==> config.mk <==
export PLATFORM = sky130hd
export DESIGN_NAME = fixed_partition_fit_allocator
export DESIGN_NICKNAME = d
export VERILOG_FILES = /design/src/fpfa_pkg.sv /design/src/fixed_partition_fit_allocator.sv /design/src/fpfa_cell.sv
export SDC_FILE = /design/constraint.sdc
export NUM_CORES = 2
export LEC_CHECK = 0
export ABC_AREA = 0
export BUFFER_PORTS_ARGS = -buffer_cell sky130_fd_sc_hd__buf_2
export CAP_MARGIN = 20
export CORE_ASPECT_RATIO = 1.75
export CORE_UTILIZATION = 45
export DETAILED_ROUTE_END_ITERATION = 10
export PLACE_DENSITY_LB_ADDON = 0.05
export SYNTH_ARGS = -nofsm -noshare
export SYNTH_HDL_FRONTEND = slang
export SYNTH_SLANG_ARGS = --single-unit
==> constraint.sdc <==
create_clock -name clk -period 11.2 [get_ports clk]
set_input_delay 2.24 -clock clk [delete_from_list [all_inputs] [get_ports clk]]
set_output_delay 2.24 -clock clk [all_outputs]
set_load 0.01 [all_outputs]
==> src/fpfa_pkg.sv <==
// fpfa_pkg: shared types, widths and codes of the fixed-partition fit allocator
// used by fpfa_cell and fixed_partition_fit_allocator; no dependencies
package fpfa_pkg;

	// table geometry
	localparam int NBLOCKS   = 16;
	localparam int SIZE_BITS = 16;
	localparam int IDX_W     = $clog2(NBLOCKS);
	localparam int CNT_W     = 5;
	localparam int POL_W     = 2;
	localparam int CFG_W     = 5;

	// item function codes
	localparam logic FUNC_LOAD = 1'b0;
	localparam logic FUNC_REQ  = 1'b1;

	// result status codes
	localparam logic [1:0] ST_ALLOC  = 2'd0;
	localparam logic [1:0] ST_NOFIT  = 2'd1;
	localparam logic [1:0] ST_LOADED = 2'd2;

	// policy codes; the unused code behaves as first fit
	localparam logic [POL_W-1:0] POL_FIRST = 2'd0;
	localparam logic [POL_W-1:0] POL_BEST  = 2'd1;
	localparam logic [POL_W-1:0] POL_WORST = 2'd2;

	// configuration register indexes
	localparam logic REG_POLICY = 1'b0;
	localparam logic REG_BLOCKS = 1'b1;

	localparam logic [CNT_W-1:0] BLOCKS_RESET = CNT_W'(NBLOCKS);

	// input item
	typedef struct packed {
		logic                 func;
		logic [3:0]           block_index;
		logic [15:0]          request_size;
	} in_item_t;

	// result item
	typedef struct packed {
		logic [1:0]           status;
		logic [3:0]           chosen_block;
	} out_item_t;

	// search token handed from cell to cell
	typedef struct packed {
		logic                 valid;
		logic                 found;
		logic [IDX_W-1:0]     idx;
		logic [SIZE_BITS-1:0] left;
		logic [SIZE_BITS-1:0] want;
	} tok_t;

	// table update broadcast to all cells
	typedef struct packed {
		logic                 load;
		logic                 alloc;
		logic [IDX_W-1:0]     idx;
		logic [SIZE_BITS-1:0] size;
	} wr_cmd_t;

endpackage

==> src/fixed_partition_fit_allocator.sv <==
// fixed_partition_fit_allocator: top level, row of fpfa_cell blocks, command and config ports
// depends on fpfa_pkg and fpfa_cell
//
//   channel   handshake           payload
//   input     start / busy        item   (in_item_t)
//   result    done strobe         result (out_item_t)
//   config    cfg_we              cfg_index, cfg_wdata
//
// a load item: done pulses in the cycle after it is accepted
// a request: the search token walks the row one cell per clock, then the winning
// block is written back and shown in the result registers
// busy is high while a request token is in the row; the next item may be
// accepted in the cycle that shows the result; results cannot be stalled
// arst_n clears the table to size zero and free, policy first fit, count NBLOCKS
module fixed_partition_fit_allocator (
	input  logic                      clk,
	input  logic                      arst_n,
	input  logic                      start,
	output logic                      busy,
	input  fpfa_pkg::in_item_t        item,
	output logic                      done,
	output fpfa_pkg::out_item_t       result,
	input  logic                      cfg_we,
	input  logic                      cfg_index,
	input  logic [fpfa_pkg::CFG_W-1:0] cfg_wdata
);
	import fpfa_pkg::*;

	logic [POL_W-1:0] policy_q;
	logic [CNT_W-1:0] blocks_q;
	logic             search_q;
	logic             done_q;
	out_item_t        res_q;
	logic             accept;
	logic             load_acc;
	tok_t             chain [NBLOCKS+1];
	tok_t             tail;
	wr_cmd_t          wr_cmd;

	assign accept   = start && !busy;
	assign load_acc = accept && (item.func == FUNC_LOAD);
	assign busy     = search_q;
	assign tail     = chain[NBLOCKS];

	// configuration registers
	always_ff @(posedge clk or negedge arst_n) begin
		if (!arst_n) begin
			policy_q <= POL_FIRST;
			blocks_q <= BLOCKS_RESET;
		end else if (cfg_we) begin
			case (cfg_index)
				REG_POLICY: policy_q <= cfg_wdata[POL_W-1:0];
				REG_BLOCKS: blocks_q <= cfg_wdata[CNT_W-1:0];
				default:    ;
			endcase
		end
	end

	// a request enters the row as a fresh token
	always_comb begin
		chain[0]       = '0;
		chain[0].valid = accept && (item.func == FUNC_REQ);
		chain[0].want  = SIZE_BITS'(item.request_size);
	end

	// table update: load on accept, allocation when the token leaves the row
	always_comb begin
		wr_cmd = '0;
		if (load_acc) begin
			wr_cmd.load = 1'b1;
			wr_cmd.idx  = IDX_W'(item.block_index);
			wr_cmd.size = SIZE_BITS'(item.request_size);
		end else begin
			wr_cmd.alloc = tail.valid && tail.found;
			wr_cmd.idx   = tail.idx;
			wr_cmd.size  = tail.want;
		end
	end

	// row of cells
	for (genvar i = 0; i < NBLOCKS; i++) begin : g_cell
		fpfa_cell u_cell (
			.clk           (clk),
			.arst_n        (arst_n),
			.cell_idx      (IDX_W'(i)),
			.policy        (policy_q),
			.blocks_in_use (blocks_q),
			.wr_cmd        (wr_cmd),
			.tok_in        (chain[i]),
			.tok_out       (chain[i+1])
		);
	end

	// request in flight
	always_ff @(posedge clk or negedge arst_n) begin
		if (!arst_n) begin
			search_q <= 1'b0;
		end else if (chain[0].valid) begin
			search_q <= 1'b1;
		end else if (tail.valid) begin
			search_q <= 1'b0;
		end
	end

	// result strobe
	always_ff @(posedge clk or negedge arst_n) begin
		if (!arst_n) begin
			done_q <= 1'b0;
		end else begin
			done_q <= load_acc || tail.valid;
		end
	end

	// result payload
	always_ff @(posedge clk) begin
		if (load_acc) begin
			res_q.status       <= ST_LOADED;
			res_q.chosen_block <= '0;
		end else if (tail.valid && tail.found) begin
			res_q.status       <= ST_ALLOC;
			res_q.chosen_block <= 4'(tail.idx);
		end else if (tail.valid) begin
			res_q.status       <= ST_NOFIT;
			res_q.chosen_block <= '0;
		end
	end

	assign done   = done_q;
	assign result = res_q;

`ifndef NO_ASSERTIONS
	// an accepted load answers in the next cycle
	a_load_resp: assert property (@(posedge clk) disable iff (!arst_n)
		load_acc |=> done && (result.status == ST_LOADED))
		else $error("load item without loaded result");

	// an accepted request holds off further items
	a_req_busy: assert property (@(posedge clk) disable iff (!arst_n)
		chain[0].valid |=> busy)
		else $error("request accepted but block not busy");

	// a token only reaches the end of the row while a request is open
	a_tail_open: assert property (@(posedge clk) disable iff (!arst_n)
		tail.valid |-> search_q)
		else $error("search token with no open request");

	// only an allocation names a block
	a_idx_zero: assert property (@(posedge clk) disable iff (!arst_n)
		(done && (result.status != ST_ALLOC)) |-> (result.chosen_block == 4'd0))
		else $error("block index on a non-allocation result");

	// allocated block lies within the searched range
	a_idx_range: assert property (@(posedge clk) disable iff (!arst_n)
		(done && (result.status == ST_ALLOC)) |-> (CNT_W'(result.chosen_block) < blocks_q))
		else $error("allocated block outside searched range");
`endif

endmodule

==> src/fpfa_cell.sv <==
// fpfa_cell: one table block (size and taken flag) plus one stage of the search row
// depends on fpfa_pkg
module fpfa_cell (
	input  logic                         clk,
	input  logic                         arst_n,
	input  logic [fpfa_pkg::IDX_W-1:0]   cell_idx,
	input  logic [fpfa_pkg::POL_W-1:0]   policy,
	input  logic [fpfa_pkg::CNT_W-1:0]   blocks_in_use,
	input  fpfa_pkg::wr_cmd_t            wr_cmd,
	input  fpfa_pkg::tok_t               tok_in,
	output fpfa_pkg::tok_t               tok_out
);
	import fpfa_pkg::*;

	logic [SIZE_BITS-1:0] size_q;
	logic                 taken_q;
	logic                 active;
	logic                 fits;
	logic [SIZE_BITS-1:0] left;
	logic                 better;
	logic                 take;
	logic                 hit;
	tok_t                 tok_q;

	// block takes part only below the configured count
	assign active = CNT_W'(cell_idx) < blocks_in_use;
	assign fits   = active && !taken_q && (size_q >= tok_in.want);
	assign left   = size_q - tok_in.want;

	// compare against the candidate carried so far; ties keep the lower index
	always_comb begin
		case (policy)
			POL_BEST:  better = left < tok_in.left;
			POL_WORST: better = left > tok_in.left;
			default:   better = 1'b0;
		endcase
	end

	assign take = tok_in.valid && fits && (!tok_in.found || better);
	assign hit  = wr_cmd.idx == cell_idx;

	// block state: load writes a fresh free block, allocation shrinks and marks it
	always_ff @(posedge clk or negedge arst_n) begin
		if (!arst_n) begin
			size_q  <= '0;
			taken_q <= 1'b0;
		end else if (wr_cmd.load && hit) begin
			size_q  <= wr_cmd.size;
			taken_q <= 1'b0;
		end else if (wr_cmd.alloc && hit) begin
			size_q  <= size_q - wr_cmd.size;
			taken_q <= 1'b1;
		end
	end

	// pass the token on to the next cell
	always_ff @(posedge clk or negedge arst_n) begin
		if (!arst_n) begin
			tok_q <= '0;
		end else begin
			tok_q.valid <= tok_in.valid;
			tok_q.found <= tok_in.found || take;
			tok_q.idx   <= take ? cell_idx : tok_in.idx;
			tok_q.left  <= take ? left : tok_in.left;
			tok_q.want  <= tok_in.want;
		end
	end

	assign tok_out = tok_q;

endmodule
==> run metrics <==
DRT Pass-1 Iters 5; maxcap violations 0; Post-Syn Instances 6,397; register area share after synthesis 0.365; CTS Buf Count slightly above 90; FF+latch area roughly 0.022 mm²; Core Rows 175; most frequent cells in the layout dfrtp_1, ha_1, inv_1; Worst EP arrival 6.89 ns; Core Region 0.130 mm²; Final Hold Vio Count 0; GPL Wtd Cong 0.938; Filler Cell Count 12,300; setup slack, reg-to-reg between 5 and 6 ns; GRT Residual Overflow 0; GR Util All Layers 0.327; deepest clock path buffer count 3; Slew Limit Headroom 0.171; Post-Route WL 215 mm; Final Setup Violations 0; RR Endpoint g_cell[6].u_cell.tok_out[20]; Hold Crit Class register to register; achievable frequency 159 MHz; Synth top area share 0.363; top cells by area, synth dfrtp_1, ha_1, o21ai_0; fin crit period 6.27 ns; post-CTS sizing 0; max-slew violations 0; Worst-path clk slew 0.07 ns; hold_sp g_cell[10].u_cell.tok_out[37]; synth-to-layout area growth 10.3%; Critical Path RT roughly 12 ns; top_reg_cell synth dfrtp_1; Hold Crit Depth 0; clock sink count 864; cell taking the most area after synthesis dfrtp_1; Worst Setup SP start; number of synthesized register bits around 860; Finished Layout Cells ~8,200; Async S/R FF share, synth 0.993; Vias/cell roughly 5.8; Clock Latency Late Sink 0.75 ns; via count 47,800; number of DRC markers in iteration 0 between 2,000 and 3,000; Setup CP Type input pin to register; post-synthesis average cell area 9.24 µm²; first-pass GRT wire length 314 mm; DRT antenna net count 0; IO Pins 39; share of cells above drive strength 1 0.0921; Hold Path End g_cell[11].u_cell.tok_out[37]; antenna violations before repair 13; Worst Clk Skew 0.0392 ns; most common cell after layout, fill and taps aside dfrtp_1; count of input and output buffers 38; Hold Buf Count CTS 0; Worst-Margin Slew approximately 1.2 ns; Die Width between 200 and 300 µm; CTS tree yes; Worst Setup End Kind register; pin count of the biggest net entering global routing 174; placed cell count 8,044; RSZ-0062 raised after global routing false; Power Density 125 mW/mm²; setup_tns 0 ns; Setup Buffers After CTS 0; reg-to-reg startpoint g_cell[6].u_cell.size_q[1]; Ys Warns 0; die height 481 µm; outcome completed; Initial Util 0.454; Netlist Area Pre-Place 0.0591 mm²; syn nets 7,198; EDFF count, synth 0; DIE AREA approximately 0.13 mm²; root buf cell clkbuf_16; CP Max Fanout 42; reg2reg path depth 17; peak supply drop 0.173 mV; Critical Path Start Type input pin; DR WL/cell between 20 and 30 µm; Nets 7,262; multi-input logic area 0.0347 mm²; # H-tree levels 3; Lkg Pwr about 32 nW; fin crit share 0.560; DP HPWL 167 mm; drt drc 0; synth unique cells 91; vias in the first global route 48,400
[synth_stat cells, types with 13 or more instances]
library cell  number
dfrtp_1          857
ha_1             738
inv_1            630
o21ai_0          529
nand2_1          471
a21oi_1          425
nor2_1           415
xnor2_1          249
mux2_2           208
a21o_1           202
nor3_1           145
nor2b_1          134
nand2b_1         102
xor2_1           100
clkbuf_1          93
nand4_1           90
o21a_1            90
nand3_1           84
a31oi_1           62
or2_2             51
mux2i_1           50
o22ai_1           50
or3_1             46
o31ai_1           43
a211oi_1          36
a21boi_0          36
fa_1              32
and3_1            28
buf_2             28
nor4_1            27
o21bai_1          27
and2_1            24
and4_1            19
a211o_1           16
a221oi_1          16
a22oi_1           14
nor3b_1           13
o211ai_1          13
[critical path, stage by stage]
cell,delay [ns]
buf_2,0.11
or3b_4,0.75
buf_4,0.68
nor2_1,0.16
a21oi_4,0.64
buf_4,0.43
ha_1,0.26
nand2_1,0.07
o311ai_1,0.46
o31a_1,0.25
a22oi_1,0.11
a311o_1,0.27
a221oi_1,0.29
o31ai_1,0.11
[logic make-up after synthesis]
kind of cell               Yosys count  share of synthesized area
AOI/OAI and AO/OA                 1693                      0.177
adders and majority gates          770                      0.167
and+or+nand+nor                   1690                      0.139
xor gates and xnor gates           349                     0.0517
muxes                              260                     0.0486
buffers and inverters              771                     0.0508
DFF                                864                      0.365
[how the worst max path moves through the flow]
stage / endpoint / slack, ns / depth (start not counted)
final: g_cell[5].u_cell.size_q[15] / 4.93 / 14
after global routing: g_cell[5].u_cell.size_q[15] / 4.74 / 14
after CTS: g_cell[5].u_cell.size_q[15] / 4.96 / 14
after detailed placement: g_cell[5].u_cell.size_q[15] / 4.19 / 14
after global placement: g_cell[6].u_cell.size_q[13] / 4.29 / 15
after floorplan: g_cell[8].u_cell.size_q[14] / 3.74 / 18
[per-layer routing]
layer	wire length, µm	global-route usage	vias to the layer above
li1	-	-	22700
met1	76100	0.339	23300
met2	110000	0.588	1228
met3	8280	0.0406	556
met4	21000	0.263	10
met5	63	0	-
[flip-flops by register name, summed over array words and instances, names as in the netlist]
signal	cells
blocks_q	5
busy	1
result	6
done	1
g_cell.u_cell.tok_out	577
policy_q	2
g_cell.u_cell.taken_q	16
g_cell.u_cell.size_q	256
[final cells by class]
type                    count  share of cell area
multi-input cells        4762               0.533
flip-flops and latches    864               0.331
clock buffers             112              0.0383
inverters                 630              0.0363
well taps                1681              0.0323
clock inverters            59              0.0152
repair buffers            112              0.0134
diodes                      7            0.000269
[power breakdown]
part | total (mW) | internal (mW) | switching (mW)
Sequential | 3.31 | 3.19 | 0.112
Clock | 3.59 | 2.12 | 1.47
Combinational | 1.27 | 0.505 | 0.767
[per-stage QoR]
stage | setup WS (ns) | instance area [µm²] | hold slack [ns] | power (mW) | util
after floorplan | 3.74 | 59100 | 0.346 | 4.17 | -
after global placement | 4.29 | 61500 | 0.353 | 4.61 | 0.473
after detailed placement | 4.19 | 61600 | 0.357 | 4.62 | 0.474
after CTS | 4.96 | 65100 | 0.371 | 8.22 | 0.500
after global routing | 4.74 | 65200 | 0.381 | 8.50 | 0.501
final | 4.93 | 65200 | 0.368 | 8.17 | 0.501
Power figures use the tool's default switching activity.
